**config.mk**
```make
export PLATFORM = sky130hd
export DESIGN_NAME = svg_color_string_parser
export DESIGN_NICKNAME = d
export VERILOG_FILES = /design/src/hdl/svgcsp_pkg.sv /design/src/hdl/svgcsp_core.sv /design/src/hdl/svgcsp_out_fifo.sv /design/src/hdl/svg_color_string_parser.sv
export SDC_FILE = /design/constraint.sdc
export NUM_CORES = 1
export LEC_CHECK = 0
export ABC_AREA = 0
export BUFFER_PORTS_ARGS = -buffer_cell sky130_fd_sc_hd__buf_4
export CAP_MARGIN = 20
export CORE_MARGIN = 2
export CORE_UTILIZATION = 55
export CTS_CLUSTER_SIZE = 12
export DETAILED_ROUTE_END_ITERATION = 10
export PLACE_DENSITY = 0.76
export RECOVER_POWER = 25
export SYNTH_ARGS = -nofsm -noshare
export SYNTH_HDL_FRONTEND = slang
export SYNTH_SLANG_ARGS = --single-unit
```
**constraint.sdc**
```tcl
create_clock -name clk -period 3.52 [get_ports clk]
set_input_delay 0.704 -clock clk [delete_from_list [all_inputs] [get_ports clk]]
set_output_delay 0.704 -clock clk [all_outputs]
set_load 0.01 [all_outputs]
```
**src/hdl/svgcsp_pkg.sv**
```systemverilog
// ----------------------------------------------------------------------------
// SVG color string parser package
// Shared transaction types and result kind codes.
// ----------------------------------------------------------------------------
`timescale 1ns / 1ps
`default_nettype none

package svgcsp_pkg;

  typedef enum logic [1:0] {
    KIND_RGB   = 2'd0,
    KIND_HEX   = 2'd1,
    KIND_NAMED = 2'd2
  } kind_t;

  typedef struct packed {
    logic [7:0] char_code;
    logic       last_char;
  } in_item_t;

  typedef struct packed {
    logic [7:0] red;
    logic [7:0] green;
    logic [7:0] blue;
    kind_t      kind;
    logic       bad_syntax;
  } out_item_t;

endpackage

`default_nettype wire

```
**src/hdl/svgcsp_core.sv**
```systemverilog
// ----------------------------------------------------------------------------
// SVG color string parser core
// Per-character parse state and result formation on the last character.
// ----------------------------------------------------------------------------
`timescale 1ns / 1ps
`default_nettype none

module svgcsp_core (
  input  wire logic                  clk,
  input  wire logic                  rst_n,
  input  wire logic                  step_en,
  input  wire svgcsp_pkg::in_item_t  item,
  output svgcsp_pkg::out_item_t      result
);

  typedef enum logic [1:0] {
    MODE_START,
    MODE_HEX,
    MODE_RGB,
    MODE_NAMED
  } mode_t;

  typedef struct packed {
    logic       in_number;
    logic [1:0] comp_idx;
    logic [7:0] acc;
    logic [7:0] red;
    logic [7:0] green;
  } dec_t;

  localparam logic [2:0] RGB_OPEN   = 3'd4;
  localparam logic [2:0] RGB_CLOSED = 3'd5;
  localparam logic [7:0] CH_HASH    = 8'h23;
  localparam logic [7:0] CH_LOWER_R = 8'h72;
  localparam logic [7:0] CH_LOWER_G = 8'h67;
  localparam logic [7:0] CH_LOWER_B = 8'h62;
  localparam logic [7:0] CH_LPAREN  = 8'h28;
  localparam logic [7:0] CH_RPAREN  = 8'h29;
  localparam logic [7:0] CH_COMMA   = 8'h2C;
  localparam logic [7:0] CH_ZERO    = 8'h30;
  localparam logic [11:0] SAT_MAX   = 12'd255;

  function automatic logic is_blank(input logic [7:0] c);
    return c inside {8'h20, 8'h09, 8'h0A, 8'h0D};
  endfunction

  function automatic logic [4:0] hex_nibble(input logic [7:0] c);
    logic [7:0] d;
    d = 8'd16;
    if (c inside {[8'h30:8'h39]}) begin
      d = c - 8'h30;
    end else if (c inside {[8'h61:8'h66]}) begin
      d = c - 8'h57;
    end else if (c inside {[8'h41:8'h46]}) begin
      d = c - 8'h37;
    end
    return d[4:0];
  endfunction

  function automatic logic [7:0] prefix_char(input logic [1:0] idx);
    logic [7:0] p;
    case (idx)
      2'd0:    p = CH_LOWER_R;
      2'd1:    p = CH_LOWER_G;
      2'd2:    p = CH_LOWER_B;
      default: p = CH_LPAREN;
    endcase
    return p;
  endfunction

  function automatic dec_t commit(input dec_t s);
    dec_t o;
    o = s;
    if (s.in_number) begin
      o.in_number = 1'b0;
      case (s.comp_idx)
        2'd0: begin
          o.red      = s.acc;
          o.acc      = '0;
          o.comp_idx = 2'd1;
        end
        2'd1: begin
          o.green    = s.acc;
          o.acc      = '0;
          o.comp_idx = 2'd2;
        end
        2'd2: begin
          o.comp_idx = 2'd3;
        end
        default: o.comp_idx = s.comp_idx;
      endcase
    end
    return o;
  endfunction

  mode_t       mode_r,  mode_nxt;
  dec_t        dec_r,   dec_nxt;
  logic [23:0] hex_r,   hex_nxt;
  logic [2:0]  cnt_r,   cnt_nxt;
  logic        err_r,   err_nxt;

  always_comb begin
    logic [7:0]  c;
    logic [4:0]  nib;
    logic [11:0] prod;
    dec_t        fin;
    c        = item.char_code;
    nib      = hex_nibble(c);
    prod     = ({4'd0, dec_r.acc} << 3) + ({4'd0, dec_r.acc} << 1)
               + {4'd0, c - CH_ZERO};
    mode_nxt = mode_r;
    dec_nxt  = dec_r;
    hex_nxt  = hex_r;
    cnt_nxt  = cnt_r;
    err_nxt  = err_r;
    fin      = dec_r;

    case (mode_r)
      MODE_START: begin
        if (c == CH_HASH) begin
          mode_nxt = MODE_HEX;
        end else if (c == CH_LOWER_R) begin
          mode_nxt = MODE_RGB;
          cnt_nxt  = 3'd1;
        end else if (!is_blank(c)) begin
          mode_nxt = MODE_NAMED;
        end
      end
      MODE_HEX: begin
        if (!nib[4]) begin
          hex_nxt = {hex_r[19:0], nib[3:0]};
          if (cnt_r != 3'd7) begin
            cnt_nxt = cnt_r + 3'd1;
          end
        end else begin
          err_nxt = 1'b1;
        end
      end
      MODE_RGB: begin
        if (cnt_r < RGB_OPEN) begin
          if (cnt_r != 3'd0 && c == prefix_char(cnt_r[1:0])) begin
            cnt_nxt = cnt_r + 3'd1;
          end else begin
            mode_nxt = MODE_NAMED;
          end
        end else if (cnt_r == RGB_CLOSED) begin
          if (!is_blank(c)) begin
            err_nxt = 1'b1;
          end
        end else if (c inside {[8'h30:8'h39]}) begin
          if (dec_r.comp_idx == 2'd3) begin
            err_nxt = 1'b1;
          end else begin
            dec_nxt.acc       = (prod > SAT_MAX) ? 8'hFF : prod[7:0];
            dec_nxt.in_number = 1'b1;
          end
        end else if (c == CH_COMMA || is_blank(c)) begin
          dec_nxt = commit(dec_r);
        end else if (c == CH_RPAREN) begin
          dec_nxt = commit(dec_r);
          cnt_nxt = RGB_CLOSED;
        end else begin
          err_nxt = 1'b1;
        end
      end
      default: begin
      end
    endcase

    result.red        = '0;
    result.green      = '0;
    result.blue       = '0;
    result.kind       = svgcsp_pkg::KIND_NAMED;
    result.bad_syntax = err_nxt;

    if (item.last_char) begin
      if (mode_nxt == MODE_HEX) begin
        result.kind = svgcsp_pkg::KIND_HEX;
        if (cnt_nxt == 3'd3) begin
          result.red   = {hex_nxt[11:8], hex_nxt[11:8]};
          result.green = {hex_nxt[7:4], hex_nxt[7:4]};
          result.blue  = {hex_nxt[3:0], hex_nxt[3:0]};
        end else if (cnt_nxt == 3'd6) begin
          result.red   = hex_nxt[23:16];
          result.green = hex_nxt[15:8];
          result.blue  = hex_nxt[7:0];
        end else begin
          result.bad_syntax = 1'b1;
        end
      end else if (mode_nxt == MODE_RGB && cnt_nxt >= RGB_OPEN) begin
        fin         = commit(dec_nxt);
        result.kind = svgcsp_pkg::KIND_RGB;
        if (cnt_nxt != RGB_CLOSED) begin
          result.bad_syntax = 1'b1;
        end
        result.red   = (fin.comp_idx >= 2'd1) ? fin.red   : 8'd0;
        result.green = (fin.comp_idx >= 2'd2) ? fin.green : 8'd0;
        result.blue  = (fin.comp_idx == 2'd3) ? fin.acc   : 8'd0;
      end
      mode_nxt = MODE_START;
      dec_nxt  = '0;
      hex_nxt  = '0;
      cnt_nxt  = '0;
      err_nxt  = 1'b0;
    end
  end

  always_ff @(posedge clk) begin
    if (!rst_n) begin
      mode_r <= MODE_START;
      dec_r  <= '0;
      hex_r  <= '0;
      cnt_r  <= '0;
      err_r  <= 1'b0;
    end else if (step_en) begin
      mode_r <= mode_nxt;
      dec_r  <= dec_nxt;
      hex_r  <= hex_nxt;
      cnt_r  <= cnt_nxt;
      err_r  <= err_nxt;
    end
  end

endmodule

`default_nettype wire

```
**src/hdl/svgcsp_out_fifo.sv**
```systemverilog
// ----------------------------------------------------------------------------
// SVG color string parser result buffer
// Two-entry result queue that decouples the parser from output stalls.
// ----------------------------------------------------------------------------
`timescale 1ns / 1ps
`default_nettype none

module svgcsp_out_fifo (
  input  wire logic                   clk,
  input  wire logic                   rst_n,
  input  wire logic                   push,
  input  wire svgcsp_pkg::out_item_t  push_data,
  output logic                        not_full,
  output logic                        out_valid,
  input  wire logic                   out_ready,
  output svgcsp_pkg::out_item_t       out_data
);

  svgcsp_pkg::out_item_t mem_r [2];
  logic       wr_ptr_r;
  logic       rd_ptr_r;
  logic [1:0] count_r;
  logic       pop;

  assign not_full  = (count_r != 2'd2);
  assign out_valid = (count_r != 2'd0);
  assign out_data  = mem_r[rd_ptr_r];
  assign pop       = out_valid && out_ready;

  always_ff @(posedge clk) begin
    if (push) begin
      mem_r[wr_ptr_r] <= push_data;
    end
  end

  always_ff @(posedge clk) begin
    if (!rst_n) begin
      wr_ptr_r <= 1'b0;
      rd_ptr_r <= 1'b0;
      count_r  <= '0;
    end else begin
      if (push) begin
        wr_ptr_r <= ~wr_ptr_r;
      end
      if (pop) begin
        rd_ptr_r <= ~rd_ptr_r;
      end
      case ({push, pop})
        2'b10:   count_r <= count_r + 2'd1;
        2'b01:   count_r <= count_r - 2'd1;
        default: count_r <= count_r;
      endcase
    end
  end

endmodule

`default_nettype wire

```
**src/hdl/svg_color_string_parser.sv**
```systemverilog
// ----------------------------------------------------------------------------
// SVG color string parser
// Parses hex, rgb() and named color strings streamed one character per
// transaction; emits one color result on the last character.
// ----------------------------------------------------------------------------
// Channel  Direction  Payload      Handshake
// in_      input      in_item_t    in_valid / in_ready
// out_     output     out_item_t   out_valid / out_ready
//
// One character per cycle sustained unless a last character waits on a full
// result queue; a result is formed from the input register and written to the
// queue, which shows it on out_. Throughput is set by the combinational parse
// step between the input register and the two-entry result queue.
// rst_n clears parse state, the input register valid flag and the result queue.
// An output stall only holds the input side once the queue is full and a
// last character is waiting.
// ----------------------------------------------------------------------------
`timescale 1ns / 1ps
`default_nettype none

module svg_color_string_parser (
  input  wire logic                   clk,
  input  wire logic                   rst_n,
  input  wire logic                   in_valid,
  output logic                        in_ready,
  input  wire svgcsp_pkg::in_item_t   in_data,
  output logic                        out_valid,
  input  wire logic                   out_ready,
  output svgcsp_pkg::out_item_t       out_data
);

  logic                   s1_valid_r;
  svgcsp_pkg::in_item_t   s1_item_r;
  svgcsp_pkg::out_item_t  core_result;
  logic                   fifo_not_full;
  logic                   fire;

  assign fire     = s1_valid_r && (!s1_item_r.last_char || fifo_not_full);
  assign in_ready = !s1_valid_r || fire;

  always_ff @(posedge clk) begin
    if (!rst_n) begin
      s1_valid_r <= 1'b0;
    end else if (in_ready) begin
      s1_valid_r <= in_valid;
    end
  end

  always_ff @(posedge clk) begin
    if (in_ready && in_valid) begin
      s1_item_r <= in_data;
    end
  end

  svgcsp_core u_core (
    .clk     (clk),
    .rst_n   (rst_n),
    .step_en (fire),
    .item    (s1_item_r),
    .result  (core_result)
  );

  svgcsp_out_fifo u_out_fifo (
    .clk       (clk),
    .rst_n     (rst_n),
    .push      (fire && s1_item_r.last_char),
    .push_data (core_result),
    .not_full  (fifo_not_full),
    .out_valid (out_valid),
    .out_ready (out_ready),
    .out_data  (out_data)
  );

endmodule

`default_nettype wire

```
Yosys cells after proc, flatten, opt, wreduce, memory -nomap -nowiden
Memories as Yosys holds them, arrays and structs flattened. A register that Yosys moved wholly into a read port is not among the register bits. Index checks and enable logic that the tools add are counted.

Memory bits (writable): 54. ROM bits: 0. Output and inout port bits: 29. Memories: 1. Bits in registers: 71. Bits in latches: 0.

Reductions and logical operators: 24. Mux-type cells: 80. Multipliers: 0. Equality and inequality tests: 29. Divide/modulo/power cells: 0. Order comparisons: 11. $add $sub $neg: 8. Shift operators: 0. Bitwise gates (word level): 2.

Memory list: u_out_fifo.mem_r (depth 2, width 27, read ports 1, clocked after Yosys merged registers in 1, wr ports 1, line svgcsp_out_fifo.sv:19) `svgcsp_pkg::out_item_t mem_r [2];`.

Operators with widths (count): 27-bit two-way mux (9); 26-bit two-way mux (5); 24-bit two-way mux (5); 8-bit two-way mux (14); 3-bit two-way mux (11); 8-bit by 6-bit == test with 1-bit output, second input constant (4); 8-bit by 4-bit == test with 1-bit output, second input constant (3); 7-bit one-hot mux with 3 select lines (1); 1-bit two-way mux (18); 2-bit == test, second input constant (8); 8-bit by 7-bit greater-or-equal comparator with 1-bit output, second input constant (2); 8-bit by 7-bit less-or-equal comparator with 1-bit output, second input constant (2); 16-bit two-way mux (1); 5-bit two-way mux (3); 2-bit two-way mux (7); 11-bit by 9-bit adder with 12-bit output (1); 12-bit by 8-bit adder with 12-bit output (1); 2-bit by 1-bit == test with 1-bit output, second input constant (6); 12-bit by 8-bit > comparator with 1-bit output, second input constant (1); 2-bit one-hot mux with 3 select lines (2); 5-bit subtractor, second input constant (2); 1-bit logical AND (9); 3-bit one-hot mux with 3 select lines (1); 8-bit by 7-bit == test with 1-bit output, second input constant (1); 25 further kinds (37).

Depth between registers and ports, before layout
Gate-level depths: netlist (run 1).

Word-level depth: 22. Mapped depth: 17.

Cells and area by module
A second synthesis (run 1) with hierarchy kept.

Cells, all modules: 787. Area total of the unflattened synthesis: 7803.7 um2.

Modules (own cells, without submodules): svgcsp_core (area each 5285.1 um2, times used 1, cells each 663); svgcsp_out_fifo (area each 2165.8 um2, times used 1, cells each 107); svg_color_string_parser (area each 352.8 um2, times used 1, cells each 17).

Least setup slack after synthesis (run 1)
No wires, ideal clock.

Path kind: flip-flop to flip-flop. Start: register s1_item_r[5] (netlist bit). End: memory u_out_fifo.mem_r[0][15] (netlist bit), data pin. Setup time: 0.264 ns. Data arrival time: 3.639 ns. Stages on the path, launching flop included: 18. Path slack: -0.383 ns. Cells stage by stage: edfxtp_1 > buf_2 > inv_1 > ha_1 > inv_1 > fa_1 > inv_1 > ha_1 > o21ai_0 > nor2_1 > o31ai_1 > o221ai_1 > o31a_1 > or3_1 > o21ai_0 > o21ai_0 > o21ai_0 > a21oi_1.

RTL lines: start: declaration (line svg_color_string_parser.sv:33) `svgcsp_pkg::in_item_t s1_item_r;`; start signal: assignment (line svg_color_string_parser.sv:51) `s1_item_r <= in_data;`; end: declaration (line svgcsp_out_fifo.sv:19).

==> results.py, run 1 <==
metrics = {
    "die": {
        "coreArea_um2": 13800,
        "die_h_um": 123,
        "num_rows": 43,
        "dieArea_um2": 15100,
        "initial_core_util": 0.562,
        "fp.dieW_um": 123,
        "io_pins": 42,
    },
    "worst_setup_path": {
        "arrival_ns": 4.13,
        "cp-end-kind": "flip-flop",
        "r2r-end": "u_out_fifo.mem_r[1][14]",
        "rr_startpoint": "s1_item_r[5]",
        "critPathKind": "flip-flop to flip-flop",
        "ff2ff_setup_slack_ns": -0.44,
        "worstPathRequired_ns": 3.69,
        "path_cells": "buf_6 > buf_4 > a21oi_2 > xnor2_1 > fa_1 > inv_1 > ha_1 > o21a_1 > o31ai_4 > nor4_2 > a211oi_2 > or3_4 > o21ai_2 > nand2_2 > o211ai_1 > a21oi_1",
        "critPathBufInv": 3,
        "cp_max_fo": 9,
        "r2r_cells": 16,
        "critPathTopFamily": "compound AO/OA/AOI/OAI gates",
        "cp-start-kind": "flip-flop",
        "slowest_stage": "fa_1",
        "slowest_delay_ns": 0.50,
    },
    "yosys": {
        "mappedNetlistNets": 881,
        "yosysSeqAreaShare": 0.406,
        "synthArstFlopShare": 0,
        "synth_edf_count": 63,
        "synthFlopType": "edfxtp_1",
        "yosys.area.top_type": "edfxtp_1",
        "synth_top_area_frac": 0.244,
        "synth_area_um2": 7770,
        "syn_inst": 831,
        "synth-seq-cells": 126,
        "synthTopCellsByArea": "edfxtp_1, dfxtp_1, ha_1",
        "synth.distinct_cells": 83,
        "synth.avg_cell_area_um2": 9.35,
        "yosys_warnings": 0,
    },
    "clock_tree": {
        "clkTransAtPathRegs_ns": 0.06,
        "cts-htree-levels": 4,
        "clockRootBuffer": "clkbuf_16",
        "holdBufCountCts": 0,
        "numCtsBuffers": 17,
        "cts_buffer_depth": 2,
        "clk_latency_ns": 0.44,
        "cts.sinks": 126,
        "cts_tree": "yes",
    },
    "job": {
        "drv_cap": 1,
    },
    "detailed_routing": {
        "ant_nets": 0,
        "wl_um": 25300,
        "wire_per_inst_um": 21.7,
        "num_vias": 7495,
        "drtIter0Drc": 1062,
        "drcViolationCount": 0,
        "post_drt_via_cell_ratio": 6.41,
        "dr.pass1.iters": 6,
    },
    "min_path": {
        "min_from": "in_data[7]",
        "holdCritPathClass": "input port to flip-flop",
        "holdPathEnd": "s1_item_r[7]",
        "min_path_cells": 1,
    },
    "layout": {
        "drive_gt1_frac": 0.326,
        "n_antenna_cell": 0,
        "fill_cells": 957,
        "stdcell_count": 1169,
        "fin_util": 0.731,
        "fin_nets": 1026,
        "design_area_um2": 10100,
        "syn_to_final_growth_pct": 30.1,
    },
    "grt": {
        "grt_pass1_vias": 6909,
        "grt_use_total": 0.338,
        "grt_overflow": 0,
        "antenna_found_initial": 0,
        "grt_pass1_wl_um": 38200,
        "grt_max_degree": 64,
    },
    "sta": {
        "rsz0062_at_grt": "yes",
        "post-route-period-util": 1.12,
        "layout_min_cycle_time_ns": 3.96,
        "fmax_mhz": 253,
        "fin_ws_ns": -0.437,
        "skew_ns": 0.00971,
        "relSlewSlack": -0.127,
        "finalSetupViolCount": 56,
        "hold_violations": 0,
        "holdWs_ns": 0.463,
        "worst_pin_slew_ns": 1.69,
        "slew_viol_final": 28,
    },
    "status": {
        "failed_checks": "max-capacitance violations, max-slew violations, negative setup slack",
        "outcome": "finished, violations left",
    },
    "pwr": {
        "p_leak_uw": 0.00386,
        "ir_drop_mv": 0.370,
        "power_uw": 3910,
        "p_per_area_nw_per_um2": 387,
    },
    "place": {
        "dp_hpwl_um": 17600,
        "globalplace.congestion": 1.03,
        "portBuffers": 41,
        "placed_cell_area_um2": 9040,
        "placed_cells": 1121,
    },
}
cell type report:
| cell class | instances | area (um2) | share of cell area |
|---|---|---|---|
| Clock buffer | 21 | 504 | 0.0499 |
| Tap cell | 180 | 225 | 0.0223 |
| Multi-Input combinational cell | 618 | 4670 | 0.462 |
| Inverter | 40 | 155 | 0.0153 |
| Clock inverter | 11 | 90.1 | 0.00891 |
| Sequential cell | 126 | 3150 | 0.312 |
| Timing Repair Buffer | 173 | 1310 | 0.130 |
worst max-delay path by stage:
stage               depth (start not counted)         start  slack [ns]                 endpoint
floorplan                                  17  s1_item_r[5]       -0.04  u_out_fifo.mem_r[0][21]
global placement                           14  s1_item_r[5]       -0.32  u_out_fifo.mem_r[0][26]
detailed placement                         14  s1_item_r[5]       -0.47  u_out_fifo.mem_r[1][26]
CTS                                        14  s1_item_r[5]       -0.25  u_out_fifo.mem_r[0][17]
global route                               16  s1_item_r[5]       -0.61  u_out_fifo.mem_r[1][12]
finish                                     16  s1_item_r[5]       -0.44  u_out_fifo.mem_r[1][14]
cells by family (layout without fill, tap and decap cells):
kind of cell               after synthesis  after routing  share of synthesized area
xor gates and xnor gates                13             13                     0.0147
muxes                                   34             34                     0.0483
buffers and inverters                   87            245                     0.0456
AOI/OAI and AO/OA                      245            245                      0.223
adders and majority gates               37             37                     0.0654
and+or+nand+nor                        289            289                      0.197
DFF                                    126            126                      0.406
registers in the layout (all words and copies together), names as in the netlist, named ones only:
name and flops:
u_core.hex_r 24, u_core.mode_r 2, u_out_fifo.wr_ptr_r 1, s1_valid_r 1
u_core.dec_r 27, u_out_fifo.rd_ptr_r 1, u_core.cnt_r 3, u_core.err_r 1
u_out_fifo.count_r 2, s1_item_r 9, u_out_fifo.mem_r 54
per-stage QoR:
step / setup TNS, ns / setup WS (ns)
detailed placement: -21.07 / -0.469
global route: -28.07 / -0.609
CTS: -8.86 / -0.253
finish: -18.88 / -0.437
global placement: -10.67 / -0.318
floorplan: -0.320 / -0.0428
metal layers:
metal,GRT usage,vias to the layer above,routed length (um)
met5,0,-,0
met3,0.0688,85,2470
met1,0.462,3569,10300
met2,0.528,480,11700
li1,-,3361,-
met4,0.129,0,935
synthesized netlist by cell type (all sizes together), types with 6 or more instances:
cell,instances
o21ai,40
xnor2,11
and2,21
o22ai,11
a211oi,9
edfxtp,63
a21oi,43
nor3,8
nand3,22
dfxtp,63
clkbuf,38
nor2b,54
o211ai,20
buf,9
and3,8
a22oi,46
a31oi,7
inv,39
nor2,37
nand2,91
nand2b,9
ha,31
mux2,28
a21boi,6
fa,6
mux2i,6
or3,7
o21a,8
cells in the final DEF, fill, tap and decap left out, types with 7 or more instances in the layout:
| cell type | instances |
|---|---|
| nand3_1 | 22 |
| ha_1 | 25 |
| o21a_1 | 8 |
| nor2b_1 | 53 |
| a21oi_1 | 28 |
| o22ai_1 | 10 |
| clkbuf_16 | 20 |
| nand2b_1 | 9 |
| nand2_1 | 83 |
| a31oi_1 | 7 |
| buf_4 | 157 |
| mux2_2 | 28 |
| nand2_2 | 8 |
| xnor2_1 | 10 |
| and2_1 | 17 |
| o21ai_2 | 11 |
| inv_1 | 34 |
| clkbuf_4 | 9 |
| a21oi_2 | 13 |
| and3_1 | 8 |
| o21ai_0 | 21 |
| a22oi_1 | 41 |
| edfxtp_1 | 63 |
| nor2_1 | 32 |
| o211ai_1 | 20 |
| dfxtp_1 | 63 |
power by group:
| group | switching, uW | leakage, uW | internal (uW) | total [uW] |
|---|---|---|---|---|
| registers | 19.9 | 0.00111 | 1570 | 1590 |
| logic | 312 | 0.00247 | 253 | 565 |
| clock network | 715 | 0.000285 | 1040 | 1750 |
worst register-to-register path: cells and delay by family (launching register included):
kind | cells | cell delay, ns
adder cells (fa/ha/maj) | 2 | 0.82
AO/OA/AOI/OAI | 7 | 1.08
XOR/XNOR | 1 | 0.10
AND/OR/NAND/NOR | 3 | 0.89
flip-flops | 1 | 0.41
buffers and inverters | 3 | 0.39
timing repair:
action | 4_1_cts | 5_1_grt
pin swaps | 25 | 13
resized for setup | 43 | 40
setup endpoints to repair | 74 | 82
buffers inserted | 12 | 4
Power figures use the tool's default switching activity.
==> run 2: changes to the inputs <==
Settings changed: PLACE_DENSITY 0.76 to 0.78.
==> run 2 against run 1 <==
- sequential share of layout area is 0.76 points lower
- design area is 2.5% higher
- flip-flop and latch count stayed put
- highest routed layer unchanged
- count of clock-buffer cells in the layout is 1 higher
- worst hold slack better by 0.018 ns
- the flow still finishes with violations (max-capacitance violations, max-slew violations, negative setup slack)
- power is 1.4% lower
- non-clock buffer count is 14 higher
- clock skew is 0.0023 ns lower
- core utilization is 1.8 points higher
- largest power group unchanged
- critical path depth is 2 higher
==> results.py, run 2 (synthesized netlist as in run 1, its figures left out) <==
metrics = {
    "clock_tree": {
        "clockRootBuffer": "clkbuf_16",
        "cts_buffer_depth": 2,
        "cts-htree-levels": 4,
        "numCtsBuffers": 17,
        "clk_latency_ns": 0.42,
        "clkTransAtPathRegs_ns": 0.06,
        "cts.sinks": 126,
        "cts_tree": "yes",
        "holdBufCountCts": 0,
    },
    "die": {
        "die_h_um": 123,
        "num_rows": 43,
        "coreArea_um2": 13800,
        "initial_core_util": 0.562,
        "fp.dieW_um": 123,
        "dieArea_um2": 15100,
        "io_pins": 42,
    },
    "grt": {
        "grt_pass1_vias": 7269,
        "grt_max_degree": 64,
        "grt_pass1_wl_um": 38100,
        "grt_overflow": 0,
        "grt_use_total": 0.335,
        "antenna_found_initial": 0,
    },
    "sta": {
        "fin_ws_ns": -0.454,
        "slew_viol_final": 28,
        "skew_ns": 0.00744,
        "relSlewSlack": -0.0836,
        "layout_min_cycle_time_ns": 3.97,
        "worst_pin_slew_ns": 1.63,
        "hold_violations": 0,
        "rsz0062_at_grt": "yes",
        "fmax_mhz": 252,
        "finalSetupViolCount": 56,
        "post-route-period-util": 1.13,
    },
    "job": {
        "drv_cap": 1,
    },
    "layout": {
        "design_area_um2": 10400,
        "final_cell_mix": "buf_4, nand2_1, dfxtp_1, edfxtp_1, nor2b_1",
        "largest_reg_flops": 54,
        "stdcell_count": 1183,
        "syn_to_final_growth_pct": 33.4,
        "fin_nets": 1040,
        "layout_commonest_cell": "buf_4",
        "drive_gt1_frac": 0.354,
        "top_register": "u_out_fifo.mem_r",
        "fill_cells": 947,
        "n_antenna_cell": 0,
        "top_regs": "u_out_fifo.mem_r: 54 flops, u_core.dec_r: 27 flops, u_core.hex_r: 24 flops",
    },
    "place": {
        "globalplace.congestion": 1.03,
        "dp_hpwl_um": 17400,
        "placed_cell_area_um2": 9140,
        "placed_cells": 1134,
        "dp_slack_ns": -0.364,
        "portBuffers": 41,
    },
    "detailed_routing": {
        "drcViolationCount": 0,
        "wl_um": 25300,
        "ant_nets": 0,
        "wire_per_inst_um": 21.3,
        "post_drt_via_cell_ratio": 6.41,
        "num_vias": 7581,
        "dr.pass1.iters": 6,
        "drtIter0Drc": 946,
    },
    "worst_setup_path": {
        "slowest_stage": "fa_1",
        "r2r_cells": 18,
        "arrival_ns": 4.13,
        "cp-start-kind": "flip-flop",
        "cp-end-kind": "flip-flop",
        "startpoint": "s1_item_r[5]",
        "rr_startpoint": "s1_item_r[5]",
        "r2r-end": "u_out_fifo.mem_r[1][14]",
        "worstPathRequired_ns": 3.67,
        "slowest_delay_ns": 0.50,
        "cp_max_fo": 6,
        "crit_end": "u_out_fifo.mem_r[1][14]",
        "critPathKind": "flip-flop to flip-flop",
        "path_cells": "buf_6 > inv_6 > ha_4 > inv_2 > fa_1 > inv_2 > ha_4 > o21a_1 > o31a_1 > o21a_1 > buf_4 > o31a_1 > or3_4 > buf_6 > o21ai_4 > nand2_4 > o211ai_1 > a21oi_1",
        "ff2ff_setup_slack_ns": -0.45,
    },
    "pwr": {
        "ir_drop_mv": 0.388,
        "p_leak_uw": 0.00398,
        "p_per_area_nw_per_um2": 373,
    },
    "min_path": {
        "holdCritPathClass": "input port to flip-flop",
        "min_path_cells": 1,
    },
    "status": {
        "outcome": "finished, violations left",
        "failed_checks": "max-capacitance violations, max-slew violations, negative setup slack",
    },
}
## run 2: worst min-delay path by stage
stage / to / startpoint / slack (ns)
floorplan: u_out_fifo.count_r[1] / u_out_fifo.count_r[1] / 0.49
global placement: u_out_fifo.count_r[1] / u_out_fifo.count_r[1] / 0.50
detailed placement: u_core.hex_r[21] / u_core.hex_r[21] / 0.51
CTS: s1_item_r[8] / in_data[8] / 0.45
global route: s1_item_r[5] / in_data[5] / 0.47
finish: s1_item_r[1] / in_data[1] / 0.48
## run 2: layer usage
metal,up-vias,part of all wire,routed length (um),track usage
li1,3392,-,-,-
met1,3572,0.39,9740,0.423
met2,487,0.47,11700,0.536
met3,130,0.099,2490,0.0739
met4,0,0.050,1270,0.176
met5,-,0,0,0
## run 2: metrics by stage
stage | TNS, ns | util | power (uW) | hold slack (ns)
after floorplan | -0.320 | - | 1930 | 0.486
after global placement | -8.50 | 0.661 | 2130 | 0.501
after detailed placement | -16.14 | 0.661 | 2150 | 0.513
after CTS | -11.96 | 0.722 | 3840 | 0.449
after global routing | -23.51 | 0.750 | 3970 | 0.471
final | -17.93 | 0.750 | 3860 | 0.481
## run 2: final cells by class
class | instances | area (um2) | share of cell area
sequential | 126 | 3150 | 0.304
clock inverter | 10 | 85.1 | 0.00821
clock buffer | 22 | 485 | 0.0468
inverter | 40 | 155 | 0.0150
multi-input combinational | 618 | 4810 | 0.464
tap | 180 | 225 | 0.0217
timing repair buffer | 187 | 1450 | 0.140
## run 2: power by group
group / total [uW] / internal [uW] / switching (uW)
logic: 579 / 264 / 315
registers: 1600 / 1580 / 21.2
clock network: 1690 / 1050 / 641
total: 3860 / 2880 / 977
## run 2: critical path, delay by kind of cell (launching register included)
family | cells | cell delay, ns
AO/OA/AOI/OAI | 7 | 1.26
adder cells (fa/ha/maj) | 3 | 0.98
AND/OR/NAND/NOR | 2 | 0.57
buffers and inverters | 6 | 0.55
flip-flops | 1 | 0.36
## run 2: what timing repair did
item	in CTS	in global routing
gates resized for setup	54	70
endpoints found under the setup margin	74	82
buffers inserted	10	11
pin swaps	33	39
